**src/rtl/core/mbs_pkg.sv**
```systemverilog
// Shared constants, codes and controller/datapath interface types for the block-sum unit.
package mbs_pkg;

    // Defaults for the top-level parameters
    localparam int DEF_MAX_ROWS    = 64;
    localparam int DEF_MAX_COLUMNS = 64;
    localparam int DEF_VALUE_BITS  = 8;

    // Fixed field widths
    localparam int SUM_W        = 20;
    localparam int IDX_W        = 6;
    localparam int ROWS_CFG_W   = 7;
    localparam int COLS_CFG_W   = 7;
    localparam int RADIUS_W     = 6;
    localparam int CFG_ADDR_W   = 2;
    localparam int CFG_DATA_W   = 7;

    // Configuration register indexes
    localparam logic [CFG_ADDR_W-1:0] CFG_ROW_COUNT    = 2'd0;
    localparam logic [CFG_ADDR_W-1:0] CFG_COLUMN_COUNT = 2'd1;
    localparam logic [CFG_ADDR_W-1:0] CFG_RADIUS       = 2'd2;

    // Input op codes
    localparam logic OP_LOAD  = 1'b0;
    localparam logic OP_DRAIN = 1'b1;

    typedef struct packed {
        logic start;     // latch word, resolve position
        logic div_step;  // one quotient bit of position / columns
        logic load_wr;   // write row prefix
        logic bounds;    // register window edges, clear sum
        logic row_rd;    // read both prefixes of one window row
        logic out_load;  // move sum into output register
    } t_cmd;

    typedef struct packed {
        logic op;        // op of the word in progress
        logic loaded;    // full matrix present
        logic last_row;  // current window row is the bottom one
        logic out_free;  // output register can take a result
    } t_status;

endpackage

```
**src/rtl/core/mbs_ctrl.sv**
```systemverilog
// Sequencing state machine for the block-sum unit.
module mbs_ctrl #(
    parameter int MAX_ROWS = mbs_pkg::DEF_MAX_ROWS
) (
    input  logic             i_clk,
    input  logic             i_rst_n,
    input  logic             i_in_valid,
    input  logic             i_op,
    output logic             o_in_ready,
    input  mbs_pkg::t_status i_status,
    output mbs_pkg::t_cmd    o_cmd
);
    import mbs_pkg::*;

    localparam int RW   = (MAX_ROWS > 1) ? $clog2(MAX_ROWS) : 1;
    localparam int CNTW = (RW > 1) ? $clog2(RW) : 1;

    localparam logic [2:0] S_IDLE = 3'd0;
    localparam logic [2:0] S_DIV  = 3'd1;
    localparam logic [2:0] S_LRD  = 3'd2;
    localparam logic [2:0] S_LWR  = 3'd3;
    localparam logic [2:0] S_BND  = 3'd4;
    localparam logic [2:0] S_ROW  = 3'd5;
    localparam logic [2:0] S_TAIL = 3'd6;
    localparam logic [2:0] S_FIN  = 3'd7;

    logic [2:0]      r_state, n_state;
    logic [CNTW-1:0] r_cnt, n_cnt;

    always_comb begin
        n_state    = r_state;
        n_cnt      = r_cnt;
        o_cmd      = '0;
        o_in_ready = 1'b0;
        case (r_state)
            S_IDLE: begin
                o_in_ready = 1'b1;
                // a drain word before the matrix is complete is absorbed here
                if (i_in_valid && (i_op == OP_LOAD || i_status.loaded)) begin
                    o_cmd.start = 1'b1;
                    n_cnt       = '0;
                    n_state     = S_DIV;
                end
            end
            S_DIV: begin
                o_cmd.div_step = 1'b1;
                n_cnt          = r_cnt + CNTW'(1);
                if (r_cnt == CNTW'(RW - 1)) begin
                    n_state = (i_status.op == OP_LOAD) ? S_LRD : S_BND;
                end
            end
            S_LRD: n_state = S_LWR;
            S_LWR: begin
                o_cmd.load_wr = 1'b1;
                n_state       = S_IDLE;
            end
            S_BND: begin
                o_cmd.bounds = 1'b1;
                n_state      = S_ROW;
            end
            S_ROW: begin
                o_cmd.row_rd = 1'b1;
                if (i_status.last_row) begin
                    n_state = S_TAIL;
                end
            end
            S_TAIL: n_state = S_FIN;
            S_FIN: begin
                if (i_status.out_free) begin
                    o_cmd.out_load = 1'b1;
                    n_state        = S_IDLE;
                end
            end
            default: n_state = S_IDLE;
        endcase
    end

    always_ff @(posedge i_clk) begin
        if (!i_rst_n) begin
            r_state <= S_IDLE;
            r_cnt   <= '0;
        end else begin
            r_state <= n_state;
            r_cnt   <= n_cnt;
        end
    end

endmodule

```
**config.mk**
```make
export PLATFORM = sky130hd
export DESIGN_NAME = mbs_ctrl
export DESIGN_NICKNAME = d
export VERILOG_FILES = /design/src/rtl/core/mbs_pkg.sv /design/src/rtl/core/mbs_ctrl.sv
export SDC_FILE = /design/constraint.sdc
export NUM_CORES = 1
export LEC_CHECK = 0
export BUFFER_PORTS_ARGS = -buffer_cell sky130_fd_sc_hd__buf_2
export CORE_UTILIZATION = 28
export DETAILED_ROUTE_END_ITERATION = 10
export MAX_ROUTING_LAYER = met4
export PLACE_DENSITY = 0.52
export SYNTH_ARGS = -nofsm -noshare
export SYNTH_HDL_FRONTEND = slang
export SYNTH_SLANG_ARGS = --single-unit
```
**constraint.sdc**
```tcl
create_clock -name i_clk -period 1.5 [get_ports i_clk]
set_clock_uncertainty 0.15 [all_clocks]
set_input_delay 0.15 -clock i_clk [delete_from_list [all_inputs] [get_ports i_clk]]
set_output_delay 0.15 -clock i_clk [all_outputs]
set_load 0.005 [all_outputs]
```
# == Yosys cells after proc, flatten, opt, wreduce, memory -nomap -nowiden ==
# Index checks and enable logic that the tools add are counted.
# op_classes
n_bitwise,1
muxes,17
addsub,1
reduce_logical,6
eq_ne,12
# op_table
cell,count
case mux 3 bit (8 select lines),1
two-way mux 3 bit,6
equality test 3 bit (second input constant),5
two-way mux 1 bit,9
!= test 2 bit (second input constant),4
equality test 3 x 2 -> 1 bit (second input constant),2
case mux 3 bit (2 select lines),1
AND reduction 4 bit,1
adder 3 x 1 -> 3 bit (second input constant),1
equality test 3 x 1 -> 1 bit (second input constant),1
logical NOT 3 bit,1
AND reduction 2 bit,1
nonzero test 2 bit,1
logical AND 1 bit,1
logical OR 1 bit,1
NOT 1 bit,1
# totals
wordCells,39
reg_bits,6

# == Depth between registers and ports, before layout ==
# depth
depth_word,5
mapped_depth,5
ltp_nobuf,5

# == Worst setup path before layout ==
# No wires, ideal clock.
# synth_timing
path_kind,reg-to-reg
start,register r_cnt[1]
end,register r_state[0]
t_arrival_ns,1.157
setup_slack_ns,0.105
setup_ns,0.088
synth_period_minus_slack_ns,1.395
stages_incl_launch_ff,6
cell_sequence,dfxtp_1 > inv_1 > ha_1 > and3b_1 > a211o_1 > a311oi_2
# synth_between
elab_chain_cells,3
# synth_rtl
element,line_no,source
"start, declared",mbs_ctrl.sv:28,"logic [CNTW-1:0] r_cnt, n_cnt;"
"start signal, assigned",mbs_ctrl.sv:84,r_cnt <= n_cnt;
equality test 3 bit,mbs_ctrl.sv:48,if (r_cnt == CNTW'(RW - 1)) begin
!= test 2 bit (no source line),-,
AND reduction 4 bit (no source line),-,
"end signal, assigned",mbs_ctrl.sv:83,r_state <= n_state;
"end, declared",mbs_ctrl.sv:27,"logic [2:0] r_state, n_state;"
# Every way passes these cells.
# A chain may end at the register's enable or synchronous reset.

==> results_dict.tcl <==
set metrics [dict create \
    yosysTopAreaCell "dfxtp_1" \
    grt_max_degree 12 \
    power.leakage_uw 0.000275 \
    arrival_ns 1.19 \
    wl_per_cell_um 10.6 \
    wirelength_um 881 \
    post-place-cells 77 \
    io_buffers 14 \
    die_height_um 40.2 \
    cp_data_required_time_ns 1.20 \
    route.detailed.drc 0 \
    hold_path_class "input pin to flop" \
    first_global_vias 340 \
    outcome "complete, no violations" \
    r2r_setup_slack_ns 0.06 \
    synth-edff-count 0 \
    yosysSeqAreaShare_pct 29.4 \
    clk_pin_slew_ns 0.04 \
    gp_congestion 0.707 \
    initial_core_util_pct 30.6 \
    root_buffer "clkbuf_4" \
    slew_violations 0 \
    crit_fanout 8 \
    rsz0062_at_grt "true" \
    n_antenna_cell 0 \
    fin_nets 80 \
    ioPinCount 15 \
    netlist.area_leader.share_pct 29.4 \
    hold_ws_ns 0.0117 \
    finalNonFillerCells 83 \
    period_share_pct 99.0 \
    row_count 13 \
    async_reset_ff_share_pct 0 \
    clock_path_buffers 2 \
    max_freq_mhz 673 \
    grt_antenna_before_repair 0 \
    finalPower_uw 394 \
    cts_hold_buf 0 \
    drt-vias-per-instance 4.87 \
    yosys_warnings 0 \
    fillers 146 \
    synth_area_leaders "dfxtp_1, nand3_1, ha_1, nand2b_1, o32ai_2" \
    grt_pass1_wl_mm 1.41 \
    critPathLaunchType "flop" \
    layout_commonest_cell "buf_2" \
    grt_usage_pct 14.8 \
    syn_avg_cell_area_um2 8.50 \
    finalHoldViolCount 0 \
    areaGrowthSynthToFinish_pct 42.3 \
    drtPass1Iterations 2 \
    die_x_um 40.2 \
    drive_gt1_share_pct 48.5 \
    final.min_clock_period_ns 1.49 \
    critPathKind "flop to output port" \
    synth_cell_type_count 26 \
    maxCapViolations 0 \
    synth_seq_cells 6 \
    post-dp-hpwl_um 660 \
    end_kind "output port" \
    syn_inst 48 \
    vias 404 \
    layout_common_cells "buf_2, nand3_1, buf_4" \
    clk_latency_ns 0.25 \
    clkSinkCount 6 \
    cts.htree.levels 1 \
    ys.flop_type "dfxtp_1" \
    die-area_um2 1610 \
    tightest_slew_ns 0.183 \
    cts_buffers 3 \
    peakVddDrop_uv 383 \
    cts_tree "built" \
    synth_area_um2 408 \
    synth_nets 58 \
    ant_nets 0 \
    powerDensity_nw_per_um2 678 \
    grt-ovfl-total 0 \
    drt_iter0_drc 7 \
    core-area_um2 1330 \
    setup_viol 0 \
    relSlewSlack_pct 87.8 \
]
[cells by family (layout without fill, tap and decap cells)]
group | count (synthesis) | after routing | share of synthesized area, %
and+or+nand+nor | 22 | 22 | 34.0
AOI/OAI and AO/OA | 9 | 9 | 18.4
buffers and inverters | 8 | 28 | 9.81
DFF | 6 | 6 | 29.4
adders and majority gates | 2 | 2 | 6.13
xor gates and xnor gates | 1 | 1 | 2.15
[through the flow]
step	instance area (um2)	setup TNS (ns)	utilization [%]	setup slack [ns]
2_1_floorplan	408	0	-	0.105
3_3_place_gp	498	0	37.3	0.0764
3_5_place_dp	498	0	37.3	0.0375
4_1_cts	542	0	40.6	0.00163
5_1_grt	581	-0.0430	43.5	-0.0261
6_report	581	0	43.5	0.0149
[final timing paths]
kind,start,end,cells after the start
worst max register to register,r_cnt[0],r_state[0],4
worst max-delay path,r_state[1],o_cmd[4],3
worst min register to register,r_cnt[1],r_cnt[1],2
worst min-delay path,i_status[3],r_state[2],3
[power breakdown]
part | total, uW | switching, uW | internal [uW]
Combinational | 73.9 | 31.9 | 42.0
Clock | 149 | 58.9 | 90.5
Sequential | 171 | 6.54 | 164
[per-layer routing]
| metal | vias up | share of wire, % | global-route usage [%] |
|---|---|---|---|
| met5 | - | 0 | - |
| met1 | 178 | 43 | 15.0 |
| met3 | 4 | 5.8 | 8.33 |
| li1 | 211 | - | - |
| met2 | 11 | 48 | 21.4 |
| met4 | 0 | 3.0 | 10.3 |
[cells in the mapped netlist, drive strengths merged, types with 2 or more instances]
cell type	n
inv	5
nor3	4
ha	2
dfxtp	6
and3	2
o22ai	2
nor2b	2
nand3	6
o21ai	2
nand2b	3
buf	3
[area by class of cell]
cell class              count  area [um2]  share of cell area [%]
multi-input cells          34         259                    44.6
flip-flops and latches      6         130                    22.4
repair buffers             20         131                    22.6
clock buffers               3        22.5                    3.88
well taps                  15        18.8                    3.23
inverters                   5        18.8                    3.23
[repair_timing]
item | in CTS | in global routing
pin swaps | 2 | 1
endpoints found under the hold margin | 0 | 0
setup buffers | 1 | 2
endpoints found under the setup margin | 2 | 5
resized for setup | 5 | 7
[worst max-delay path: stages, from the launching register on]
cell and delay [ns]:
dfxtp_4 0.36, or3b_4 0.43, inv_2 0.07, buf_6 0.08
[sequential cells by signal (all words and copies together), names as in the netlist]
| register | count |
|---|---|
| r_state | 3 |
| r_cnt | 3 |
(Power assumes the default switching activity.)
